==> src/hw/rtl/hsv2rgb_pkg.sv <==
`timescale 1ns / 1ps
`default_nettype none
// ----------------------------------------------------------------------------
// hsv2rgb_pkg
// Shared types and constants of the HSV to RGB pixel converter.
// ----------------------------------------------------------------------------
package hsv2rgb_pkg;

  // Channel factors are fractions of one over 2^16, with one itself included.
  localparam int FACTOR_W = 17;
  localparam int PROD_W   = FACTOR_W + 8;

  localparam logic [FACTOR_W-1:0] FACTOR_ONE = FACTOR_W'(1) << 16;

  localparam logic [2:0] SECTOR_RED_YELLOW    = 3'd0;
  localparam logic [2:0] SECTOR_YELLOW_GREEN  = 3'd1;
  localparam logic [2:0] SECTOR_GREEN_CYAN    = 3'd2;
  localparam logic [2:0] SECTOR_CYAN_BLUE     = 3'd3;
  localparam logic [2:0] SECTOR_BLUE_MAGENTA  = 3'd4;

  typedef struct packed {
    logic [7:0] hue;
    logic [7:0] saturation;
    logic [7:0] brightness;
  } hsv_pixel_t;

  typedef struct packed {
    logic [7:0] red;
    logic [7:0] green;
    logic [7:0] blue;
  } rgb_pixel_t;

  // Load enables of the two per-channel stages.
  typedef struct packed {
    logic en_mul;
    logic en_out;
  } chan_ctl_t;

endpackage : hsv2rgb_pkg
`default_nettype wire

==> src/hw/rtl/hsv_to_rgb_converter_core.sv <==
`timescale 1ns / 1ps
`default_nettype none
// ----------------------------------------------------------------------------
// hsv_to_rgb_converter_core
// Streaming 8-bit HSV to 8-bit RGB pixel converter.
// ----------------------------------------------------------------------------
// The converter takes one pixel beat per clock while in_ready is high and
// returns one RGB beat for each, in order. A beat passes sector_r, the
// factor registers, prod_r and level_r in that order; level_r drives
// out_data. It is a four-stage pipeline (hue sector split, channel factor
// select, value multiply, 255/256 scale) whose stages each hold a valid bit;
// a stage loads whenever it is empty or the stage after it moves, so stalls
// on the output side fill bubbles first and then hold in_ready low without
// losing a beat.
module hsv_to_rgb_converter_core (
  input  wire                       clk,
  input  wire                       rst_n,
  input  wire                       in_valid,
  output logic                      in_ready,
  input  wire hsv2rgb_pkg::hsv_pixel_t in_data,
  output logic                      out_valid,
  input  wire                       out_ready,
  output hsv2rgb_pkg::rgb_pixel_t   out_data
);
  import hsv2rgb_pkg::*;

  logic valid1_r, valid2_r, valid3_r, valid4_r;
  logic en1, en2, en3, en4;

  // Stage 1: sector and fraction of the scaled hue.
  logic [2:0]  sector_r;
  logic [7:0]  frac_r;
  logic [7:0]  sat1_r;
  logic [7:0]  val1_r;
  logic [10:0] hue6;

  // Stage 2: per-channel factors.
  logic [FACTOR_W-1:0] fac_red_r, fac_green_r, fac_blue_r;
  logic [FACTOR_W-1:0] fac_red_nxt, fac_green_nxt, fac_blue_nxt;
  logic [7:0]          val2_r;
  logic [15:0]         sat_frac;
  logic [FACTOR_W-1:0] sat_rest;
  logic [FACTOR_W-1:0] fac_p, fac_q, fac_t;
  logic [8:0]          sat_inv;
  logic [8:0]          frac_inv;

  chan_ctl_t chan_ctl;

  assign en4      = !valid4_r || out_ready;
  assign en3      = !valid3_r || en4;
  assign en2      = !valid2_r || en3;
  assign en1      = !valid1_r || en2;
  assign in_ready = en1;

  always_ff @(posedge clk) begin
    if (!rst_n) begin
      valid1_r <= 1'b0;
      valid2_r <= 1'b0;
      valid3_r <= 1'b0;
      valid4_r <= 1'b0;
    end else begin
      if (en1) valid1_r <= in_valid;
      if (en2) valid2_r <= valid1_r;
      if (en3) valid3_r <= valid2_r;
      if (en4) valid4_r <= valid3_r;
    end
  end

  assign hue6 = 11'(in_data.hue) * 11'd6;

  always_ff @(posedge clk) begin
    if (en1) begin
      sector_r <= hue6[10:8];
      frac_r   <= hue6[7:0];
      sat1_r   <= in_data.saturation;
      val1_r   <= in_data.brightness;
    end
  end

  assign sat_inv  = 9'd256 - 9'(sat1_r);
  assign frac_inv = 9'd256 - 9'(frac_r);
  assign sat_frac = 16'(sat1_r) * 16'(frac_r);
  assign sat_rest = FACTOR_W'(sat1_r) * FACTOR_W'(frac_inv);
  assign fac_p    = {sat_inv, 8'b0};
  assign fac_q    = FACTOR_ONE - FACTOR_W'(sat_frac);
  assign fac_t    = FACTOR_ONE - sat_rest;

  always_comb begin
    case (sector_r)
      SECTOR_RED_YELLOW: begin
        fac_red_nxt = FACTOR_ONE; fac_green_nxt = fac_t; fac_blue_nxt = fac_p;
      end
      SECTOR_YELLOW_GREEN: begin
        fac_red_nxt = fac_q; fac_green_nxt = FACTOR_ONE; fac_blue_nxt = fac_p;
      end
      SECTOR_GREEN_CYAN: begin
        fac_red_nxt = fac_p; fac_green_nxt = FACTOR_ONE; fac_blue_nxt = fac_t;
      end
      SECTOR_CYAN_BLUE: begin
        fac_red_nxt = fac_p; fac_green_nxt = fac_q; fac_blue_nxt = FACTOR_ONE;
      end
      SECTOR_BLUE_MAGENTA: begin
        fac_red_nxt = fac_t; fac_green_nxt = fac_p; fac_blue_nxt = FACTOR_ONE;
      end
      default: begin
        fac_red_nxt = FACTOR_ONE; fac_green_nxt = fac_p; fac_blue_nxt = fac_q;
      end
    endcase
  end

  always_ff @(posedge clk) begin
    if (en2) begin
      fac_red_r   <= fac_red_nxt;
      fac_green_r <= fac_green_nxt;
      fac_blue_r  <= fac_blue_nxt;
      val2_r      <= val1_r;
    end
  end

  assign chan_ctl.en_mul = en3;
  assign chan_ctl.en_out = en4;

  hsv2rgb_chan u_chan_red (
    .clk    (clk),
    .ctl    (chan_ctl),
    .value  (val2_r),
    .factor (fac_red_r),
    .level  (out_data.red)
  );

  hsv2rgb_chan u_chan_green (
    .clk    (clk),
    .ctl    (chan_ctl),
    .value  (val2_r),
    .factor (fac_green_r),
    .level  (out_data.green)
  );

  hsv2rgb_chan u_chan_blue (
    .clk    (clk),
    .ctl    (chan_ctl),
    .value  (val2_r),
    .factor (fac_blue_r),
    .level  (out_data.blue)
  );

  assign out_valid = valid4_r;

endmodule : hsv_to_rgb_converter_core
`default_nettype wire

==> src/hw/rtl/hsv2rgb_chan.sv <==
`timescale 1ns / 1ps
`default_nettype none
// ----------------------------------------------------------------------------
// hsv2rgb_chan
// One color channel: scales the value by the channel factor, then by 255/256
// with truncation, over two register stages.
// ----------------------------------------------------------------------------
module hsv2rgb_chan (
  input  wire                               clk,
  input  wire  hsv2rgb_pkg::chan_ctl_t      ctl,
  input  wire  [7:0]                        value,
  input  wire  [hsv2rgb_pkg::FACTOR_W-1:0]  factor,
  output logic [7:0]                        level
);
  import hsv2rgb_pkg::*;

  logic [PROD_W-1:0] prod_r;
  logic [PROD_W-1:0] prod_nxt;
  logic [7:0]        level_r;
  logic [7:0]        level_nxt;
  logic [PROD_W+8:0] scaled;

  assign prod_nxt = PROD_W'(value) * PROD_W'(factor);

  // The product is a fraction over 2^24; times 255 is a shift and subtract.
  assign scaled    = {1'b0, prod_r, 8'b0} - (PROD_W+9)'(prod_r);
  assign level_nxt = scaled[31:24];

  always_ff @(posedge clk) begin
    if (ctl.en_mul) begin
      prod_r <= prod_nxt;
    end
    if (ctl.en_out) begin
      level_r <= level_nxt;
    end
  end

  assign level = level_r;

endmodule : hsv2rgb_chan
`default_nettype wire
==> config.mk <==
export PLATFORM = sky130hd
export DESIGN_NAME = hsv_to_rgb_converter_core
export DESIGN_NICKNAME = d
export VERILOG_FILES = /design/src/hw/rtl/hsv2rgb_pkg.sv /design/src/hw/rtl/hsv_to_rgb_converter_core.sv /design/src/hw/rtl/hsv2rgb_chan.sv
export SDC_FILE = /design/constraint.sdc
export NUM_CORES = 1
export LEC_CHECK = 0
export BUFFER_PORTS_ARGS = -buffer_cell sky130_fd_sc_hd__clkbuf_2
export CORE_MARGIN = 10
export CORE_UTILIZATION = 55
export DETAILED_ROUTE_END_ITERATION = 8
export GPL_TIMING_DRIVEN = 0
export HOLD_SLACK_MARGIN = 0.12
export PLACE_DENSITY = 0.78
export SETUP_SLACK_MARGIN = 0.15
export SLEW_MARGIN = 40
export SYNTH_ARGS = -nofsm -noshare
export SYNTH_HDL_FRONTEND = slang
export SYNTH_HIERARCHICAL = 1
export SYNTH_SLANG_ARGS = --single-unit
==> constraint.sdc <==
create_clock -name clk -period 13.1 [get_ports clk]
set_clock_uncertainty 0.15 [all_clocks]
set_input_delay 2.62 -clock clk [delete_from_list [all_inputs] [get_ports clk]]
set_output_delay 2.62 -clock clk [all_outputs]
set_load 0.02 [all_outputs]
# [After elaboration in Yosys (flattened, before gate mapping)]
# Index checks and enable logic that the tools add are counted.
[word_totals] ff_bits=188 output_inout_bits=26 word_cells=51 input_bits=28
[classes] eq_ne=4 muxes=3 add_sub_neg=7 n_reduce_logical=13 n_mul=6
[ops] operator="$pmux W17 S3" n=3
[ops] operator="$sub A32 B25 Y32" n=3
[ops] operator="$mul A8 B17 Y25" n=3
[ops] operator="$sub A9 B8 Y9 const A" n=2
[ops] operator="$mul A8 B9 Y17" n=1
[ops] operator="$sub A17 B16 Y17 const A" n=1
[ops] operator="$sub A17 B17 Y17 const A" n=1
[ops] operator="$mul A8 B7 Y15" n=1
[ops] operator="$mul A8 B2 Y10 const B" n=1
[ops] operator="$reduce_or A2 Y1" n=4
[ops] operator="$eq A3 B2 Y1 const B" n=2
[ops] operator="$logic_not A1 Y1" n=4
[ops] operator="$logic_or A1 B1 Y1" n=4
[ops] operator="$eq A3 B1 Y1 const B" n=1
[ops] operator="$eq A3 B3 Y1 const B" n=1
[ops] operator="$logic_not A3 Y1" n=1

# [Depth between registers and ports, before layout]
# Gate-level depths: netlist of run 1.
[logic_depth] ltp_word=5 ltp_mapped=23 depth_no_buf=22

# [Hierarchy]
# The synthesis of run 1 kept the hierarchy.
[by_module_without_submodules] module="hsv2rgb_chan at u_chan_blue ..." n_inst=2 area_each_um2=6139.6 seq_area_each_um2=991.0 cells_each=656
[by_module_without_submodules] module="hsv_to_rgb_converter_core" n_inst=1 area_each_um2=8655.8 seq_area_each_um2=2542.4 cells_each=893
[by_module_without_submodules] module="hsv2rgb_chan at u_chan_red" n_inst=1 area_each_um2=6223.5 seq_area_each_um2=991.0 cells_each=669

# [Worst setup path before layout of run 1]
# No wires, ideal clock.
[synth_path] kind="in2out" startpoint="in out_ready" endpoint="out in_ready" slack_ns=6.699 stages=3 n_path_buf=0 arrival_ns=3.631 required_time_ns=10.330 path_cell_list="nor2b_1 > and3_1 > nand2_1"
[synth_via] elab_chain_cells=4
[synth_rtl] element="start: declaration" line="hsv_to_rgb_converter_core.sv:22" rtl="input wire out_ready,"
[synth_rtl] element="$logic_or A1 B1 Y1" line="hsv_to_rgb_converter_core.sv:49" rtl="assign en4 = !valid4_r || out_ready;"
[synth_rtl] element="$logic_or A1 B1 Y1" line="hsv_to_rgb_converter_core.sv:50" rtl="assign en3 = !valid3_r || en4;"
[synth_rtl] element="$logic_or A1 B1 Y1" line="hsv_to_rgb_converter_core.sv:51" rtl="assign en2 = !valid2_r || en3;"
[synth_rtl] element="$logic_or A1 B1 Y1" line="hsv_to_rgb_converter_core.sv:52" rtl="assign en1 = !valid1_r || en2;"
[synth_rtl] element="end: declaration" line="hsv_to_rgb_converter_core.sv:19" rtl="output logic in_ready,"
# Every way passes these cells.

# [Worst setup path in the final report of run 1]
[layout_path] startpoint="reg frac_r[6]" endpoint="reg fac_green_r[15] (data pin)"
[layout_via] elab_chain_cells=4 word_cells_on_any_way=6 classes_between="add/sub: 3; mul: 2; mux: 1"
[layout_rtl] element="start: declaration" line="hsv_to_rgb_converter_core.sv:32" rtl="logic [7:0] frac_r;"
[layout_rtl] element="start signal: assignment" line="hsv_to_rgb_converter_core.sv:74" rtl="frac_r <= hue6[7:0];"
[layout_rtl] element="$sub A9 B8 Y9" line="hsv_to_rgb_converter_core.sv:81" rtl="assign frac_inv = 9'd256 - 9'(frac_r);"
[layout_rtl] element="$mul A8 B9 Y17" line="hsv_to_rgb_converter_core.sv:83" rtl="assign sat_rest = FACTOR_W'(sat1_r) * FACTOR_W'(frac_inv);"
[layout_rtl] element="$sub A17 B17 Y17" line="hsv_to_rgb_converter_core.sv:86" rtl="assign fac_t = FACTOR_ONE - sat_rest;"
[layout_rtl] element="$pmux W17 S3 (*)" line="hsv_to_rgb_converter_core.sv:89" rtl="case (sector_r)"
[layout_rtl] element="via fac_green_nxt[15]" line="hsv_to_rgb_converter_core.sv:39" rtl="logic [FACTOR_W-1:0] fac_red_nxt, fac_green_nxt, fac_blue_nxt;"
[layout_rtl] element="end signal: assignment" line="hsv_to_rgb_converter_core.sv:114" rtl="fac_green_r <= fac_green_nxt;"
[layout_rtl] element="end: declaration" line="hsv_to_rgb_converter_core.sv:38" rtl="logic [FACTOR_W-1:0] fac_red_r, fac_green_r, fac_blue_r;"
# Mark *: on every way through the listed nets, which the timed path passes. The rest lies on a longest branch.
# A chain may end at the register's enable or synchronous reset.

==> results of run 1 <==
==> routing by layer <==
layer / up-vias / track usage [%] / wire, um
met3: 114 / 3.76 / 3540
met2: 633 / 37.4 / 31200
met5: - / 0 / 0
li1: 9614 / - / -
met4: 0 / 8.01 / 1810
met1: 10200 / 28.0 / 27200
==> metrics by stage <==
step                utilization, %  hold slack (ps)
floorplan                        -              250
global placement              58.0              251
detailed placement            58.3              255
CTS                           59.5              272
global route                  59.5              280
finish                        59.5              271
==> path summary, 6_finish.rpt <==
| check | endpoint | depth (start not counted) |
|---|---|---|
| max reg2reg | fac_green_r[15]$_DFFE_PP_ | 20 |
| max | fac_green_r[15]$_DFFE_PP_ | 20 |
| min | val2_r[3]$_DFFE_PP_ | 0 |
| min reg2reg | val2_r[3]$_DFFE_PP_ | 0 |
==> cells by family after synthesis <==
kind of cell / Yosys count
buf+inv: 612
other cells: 1
flops: 185
xor+xnor: 121
simple gates: 885
compound gates: 457
fa+ha+maj: 611
mux: 2
==> flip-flops by register name, summed over array words and instances, names as in the netlist <==
signal,flops
u_chan_blue/prod_r,25
sat1_r,8
u_chan_green/prod_r,25
val1_r,8
sector_r,3
fac_red_r,16
fac_green_r,16
val2_r,8
valid1_r,1
valid3_r,1
fac_blue_r,16
u_chan_red/level,8
u_chan_red/prod_r,25
out_valid,1
valid2_r,1
frac_r,7
u_chan_blue/level,8
u_chan_green/level,8
==> layout by cell type, fill, tap and decap left out, types with 7 or more instances in the layout <==
cell / instances
nor2_1: 90
nor4_1: 10
o21ai_0: 55
a31oi_1: 21
o221ai_1: 7
nand2b_1: 13
inv_1: 539
nor2b_1: 16
o21ai_1: 9
a22o_1: 14
a21boi_0: 7
ha_1: 272
a22oi_1: 17
a21oi_1: 121
o21bai_1: 10
and2_1: 383
clkbuf_2: 53
clkbuf_16: 17
and3_1: 11
nand3_1: 25
buf_6: 11
edfxtp_1: 181
a211oi_1: 14
o31ai_1: 11
o21a_1: 26
xor2_1: 35
a21o_1: 48
fa_1: 339
o22ai_1: 9
xnor2_1: 83
conb_1: 24
o211ai_1: 11
nor3_1: 32
a211o_1: 13
clkbuf_1: 63
nand4_1: 15
nand2_1: 231
==> final cells by class <==
cell class              count  area [um^2]  area share (%)
plain buffers              71          299            1.03
clock buffers              18          429            1.48
clock inverters            14          160           0.551
inverters                 541         2030            6.99
multi-input cells        2100        19400            66.8
flip-flops and latches    185         5520            19.0
well taps                 664          831            2.86
repair buffers             63          395            1.36
==> worst max-delay path, cell delays in order (launching register included) <==
cell	delay, ps
edfxtp_1	360
clkbuf_1	250
nor4_1	700
nor4b_2	840
nand2_1	130
ha_1	310
inv_1	50
fa_1	520
inv_1	70
fa_1	520
inv_1	50
fa_1	470
inv_1	40
ha_1	360
nand3_1	120
o2111ai_1	270
nand2_1	140
o21ai_0	200
xor2_1	490
a21oi_1	130
a32oi_1	570
==> out/results.tsv, run 1 <==
metric	value	unit
Slew headroom	41.1	%
min Tclk post-route	7010	ps
crit path max fanout	10	
wire per inst	17.4	um
diodes inserted	0	
largest net degree at the start of global routing	49	
number of setup buffers added after CTS	0	
CP Data Required Time	13170	ps
top cells by area, synth	fa_1, edfxtp_1, ha_1	
Post-Synth Simple-Gate Area	17.8	%
RSZ-0062 raised after global routing	false	
Final Hold Fails	0	
Clk pin slew, worst setup/hold paths	80	ps
GRT Util Overall	22.1	%
syn avg cell area	9.45	um^2
DR iter-0 viols	1702	
hold_buf cts	0	
placed cell count	3624	
CP endpoint kind	register	
final wirelength	63800	um
number of synthesized flops with an enable pin	181	
post-synthesis compound-gate area fraction	11.7	%
vias in the first global route	21600	
Sink Count	185	
post-DR vias/cell	5.62	
post-synth cell types	97	
H-tree depth	4	
crit share post-route	53.5	%
Main synth FF type	edfxtp_1	
CTS tree	yes	
Max Cap Violations	0	
CTS Root Cell	clkbuf_16	
Reg2Reg Launch Point	frac_r[6]$_DFFE_PP_	
Final Worst Setup Slack	6090	ps
setup TNS	0	ps
status	finished clean	
Crit path arrival time	7080	ps
Setup CP Type	register to register	
die area	58700	um^2
sequential area share after synthesis	20.3	%
via count	20600	
cell taking the most area after synthesis	fa_1	
Syn Inst Count	2874	
Post-Synth Adder-Cell Area	37.5	%
total iterations of the first detailed-routing run	6	
Post-DP HPWL	52400	um
post-route insts no fill	3656	
layout cells sized above 1	5.01	%
Min-Delay Path Class	register to register	
Place WS	6130	ps
die width	242	um
Tightest Pin Transition	882	ps
async set-or-reset flop fraction in the synthesized netlist	0	%
gpl congestion	0.940	
flop2flop setup slack	6090	ps
final antenna-violating net count	0	
CTS Buffer Depth	2	
core area	48800	um^2
synthesized-area fraction occupied by xor and xnor cells	4.03	%
Slew Viols, Final	0	
synthesis-to-finish area growth	7.09	%
main combinational cell family by area after synthesis	adder cells	
CP Launch Type	register	
initial antenna violation count	0	
drt drc	0	
CTS Buf Count	17	
Rows	81	
port bufs	53	
first-pass GRT wire length	107000	um
fillcell total	4094	
synth warn	6	
multiplexer share of the synthesized area	0.0783	%
Final nets	3618	
number of gates resized after cts	0	
most common cell in the netlist	inv_1	
Die Ht	242	um
Synth top cells by count	inv_1, and2_1, fa_1, ha_1, nand2_1	
Yosys reg bits	185	
post-route cell area	29100	um^2
cell area after placement	28500	um^2
I/O pin count	54	
Yosys top cell area share	25.0	%
total grt overflow	0	
Initial Util	55.6	%
Worst-Skew Late Latency	500	ps
Mapped Area	27200	um^2
Achievable Freq	143	MHz
final setup vio count	0	
Worst Hold Launch	val1_r[3]$_DFFE_PP_	
Setup crit start	frac_r[6]$_DFFE_PP_	
Power of run 1 is left out: the tool's default activity adds up to more than one toggle a clock period on the data nets, which glitch-free logic cannot reach.
==> run 2, diff against run 1 <==
Settings changed: PLACE_DENSITY 0.78 to 0.81.
Clock period 13.1 ns to 5.7 ns, I/O delays scaled along.
==> run 2 against run 1 <==
Against the previous run: the flow now finishes with violations (negative setup slack); final cell count up 2.1%; die area unchanged; sequential cell count did not move; fmax rose by 19%; critical path depth rose by 3; first-iteration DRC count down 4.2%; utilization is 3.4 points higher; wire length is 7.1% higher; global-route usage rose by 0.89 points; non-clock buffer count rose by 76; via count up 3.8%; final area rose by 5.7%.
==> out/results.tsv, run 2 (synthesis gave the netlist of run 1 again) <==
metric	value	unit
layout cells sized above 1	12.1	%
Min-Delay Path Class	register to register	
die width	242	um
Worst-Skew Late Latency	500	ps
hold_buf cts	0	
post-DR vias/cell	5.72	
H-tree depth	4	
Initial Util	55.6	%
Tightest Pin Transition	688	ps
Post-DP HPWL	52200	um
CP Launch Type	register	
Final nets	3694	
wire per inst	18.3	um
post-route cell area	30700	um^2
placed cell count	3625	
Die Ht	242	um
final setup vio count	12	
total iterations of the first detailed-routing run	6	
port bufs	53	
crit path max fanout	4	
Setup CP Type	register to register	
initial antenna violation count	0	
setup TNS	-989	ps
Achievable Freq	170	MHz
final wirelength	68300	um
CP Data Required Time	5780	ps
CTS Root Cell	clkbuf_16	
GRT Util Overall	23.0	%
Final Hold Fails	0	
CTS Buf Count	17	
DR iter-0 viols	1631	
flop2flop setup slack	-180	ps
total grt overflow	0	
largest net degree at the start of global routing	47	
CTS tree	yes	
die area	58700	um^2
Crit path arrival time	5960	ps
CP endpoint kind	register	
Util after Layout	62.9	%
worst path cell trace	buf_6, nor4_4, nand2_2, xor2_4, buf_6, nand2_1, ha_4, inv_2, fa_1, inv_2, fa_1, inv_1, fa_1, inv_2, ha_4, o21a_1, nor2_4, a211o_1, a31oi_4, xnor2_2, buf_4, nor2_2, o32a_1	
gpl congestion	0.930	
Max Cap Violations	0	
Slew Viols, Final	0	
via count	21300	
min Tclk post-route	5880	ps
slowest CP cell	fa_1	
core area	48800	um^2
vias in the first global route	22200	
Rows	81	
failing checks	negative setup slack	
drt drc	0	
Sink Count	185	
final antenna-violating net count	0	
Final Worst Setup Slack	-179	ps
Worst path max stage delay	520	ps
CTS Buffer Depth	2	
I/O pin count	54	
Slew headroom	54.0	%
largest registers	u_chan_blue/prod_r: 25 flops, u_chan_green/prod_r: 25 flops, u_chan_red/prod_r: 25 flops	
synthesis-to-finish area growth	13.2	%
post-route insts no fill	3733	
cell area after placement	28500	um^2
RSZ-0062 raised after global routing	true	
first-pass GRT wire length	111000	um
status	finished, violations left	
Clk pin slew, worst setup/hold paths	80	ps
crit share post-route	103	%
commonest cells after routing, fill and taps aside	inv_1, and2_1, fa_1	
commonest non-fill, non-tap cell in the layout	inv_1	
run 2: cell types whose count changed in the layout (fill, tap and decap cells not counted), sizes merged:
cell,delta
inv,+1
buf,+83
diode,+1
clkbuf,-7
clkinv,-1
run 2: per-stage QoR:
stage / setup slack, ps / hold slack [ps]
detailed placement: -976 / 255
global route: -306 / 281
finish: -179 / 276
CTS: 122 / 275
floorplan: 152 / 250
global placement: -1610 / 251
run 2: critical path: cells and delay by family (launching register included):
family,cells,cell delay [ps]
AOI/OAI and AO/OA,4,1080
xor gates and xnor gates,2,410
adders and majority gates,5,2080
buffers and inverters,7,650
DFF,1,420
and+or+nand+nor,5,800
run 2: cell type report:
| type | instances | area (um^2) |
|---|---|---|
| plain buffers | 70 | 457 |
| clock buffers | 18 | 429 |
| well taps | 664 | 831 |
| fillers | 3804 | 18100 |
| inverters | 541 | 2030 |
| clock inverters | 14 | 176 |
| diodes | 1 | 2.50 |
| multi-input cells | 2100 | 20300 |
| repair buffers | 140 | 1020 |
| flip-flops and latches | 185 | 5520 |
run 2: final timing paths:
path | startpoint | end | cells past startpoint
worst max-delay path | frac_r[4]$_DFFE_PP_ | fac_green_r[14]$_DFFE_PP_ | 23
worst min-delay path | val1_r[2]$_DFFE_PP_ | val2_r[2]$_DFFE_PP_ | 0
worst max register to register | frac_r[4]$_DFFE_PP_ | fac_green_r[14]$_DFFE_PP_ | 23
worst min register to register | val1_r[2]$_DFFE_PP_ | val2_r[2]$_DFFE_PP_ | 0
run 2: timing repair:
item | in CTS | in global routing
cloned | 0 | 0
setup buffers | 56 | 20
gates resized for setup | 142 | 100
pin swaps | 50 | 45
endpoints found under the hold margin | 0 | 0
setup endpoints to repair | 47 | 53
run 2: routing by layer:
metal | vias up | global-route usage [%] | share of wire (%)
li1 | 9772 | - | -
met1 | 10600 | 28.7 | 41
met2 | 828 | 39.2 | 49
met3 | 146 | 3.70 | 6.2
met4 | 0 | 9.36 | 3.4
met5 | - | 0 | 0
Power of run 2 is left out for the same reason.
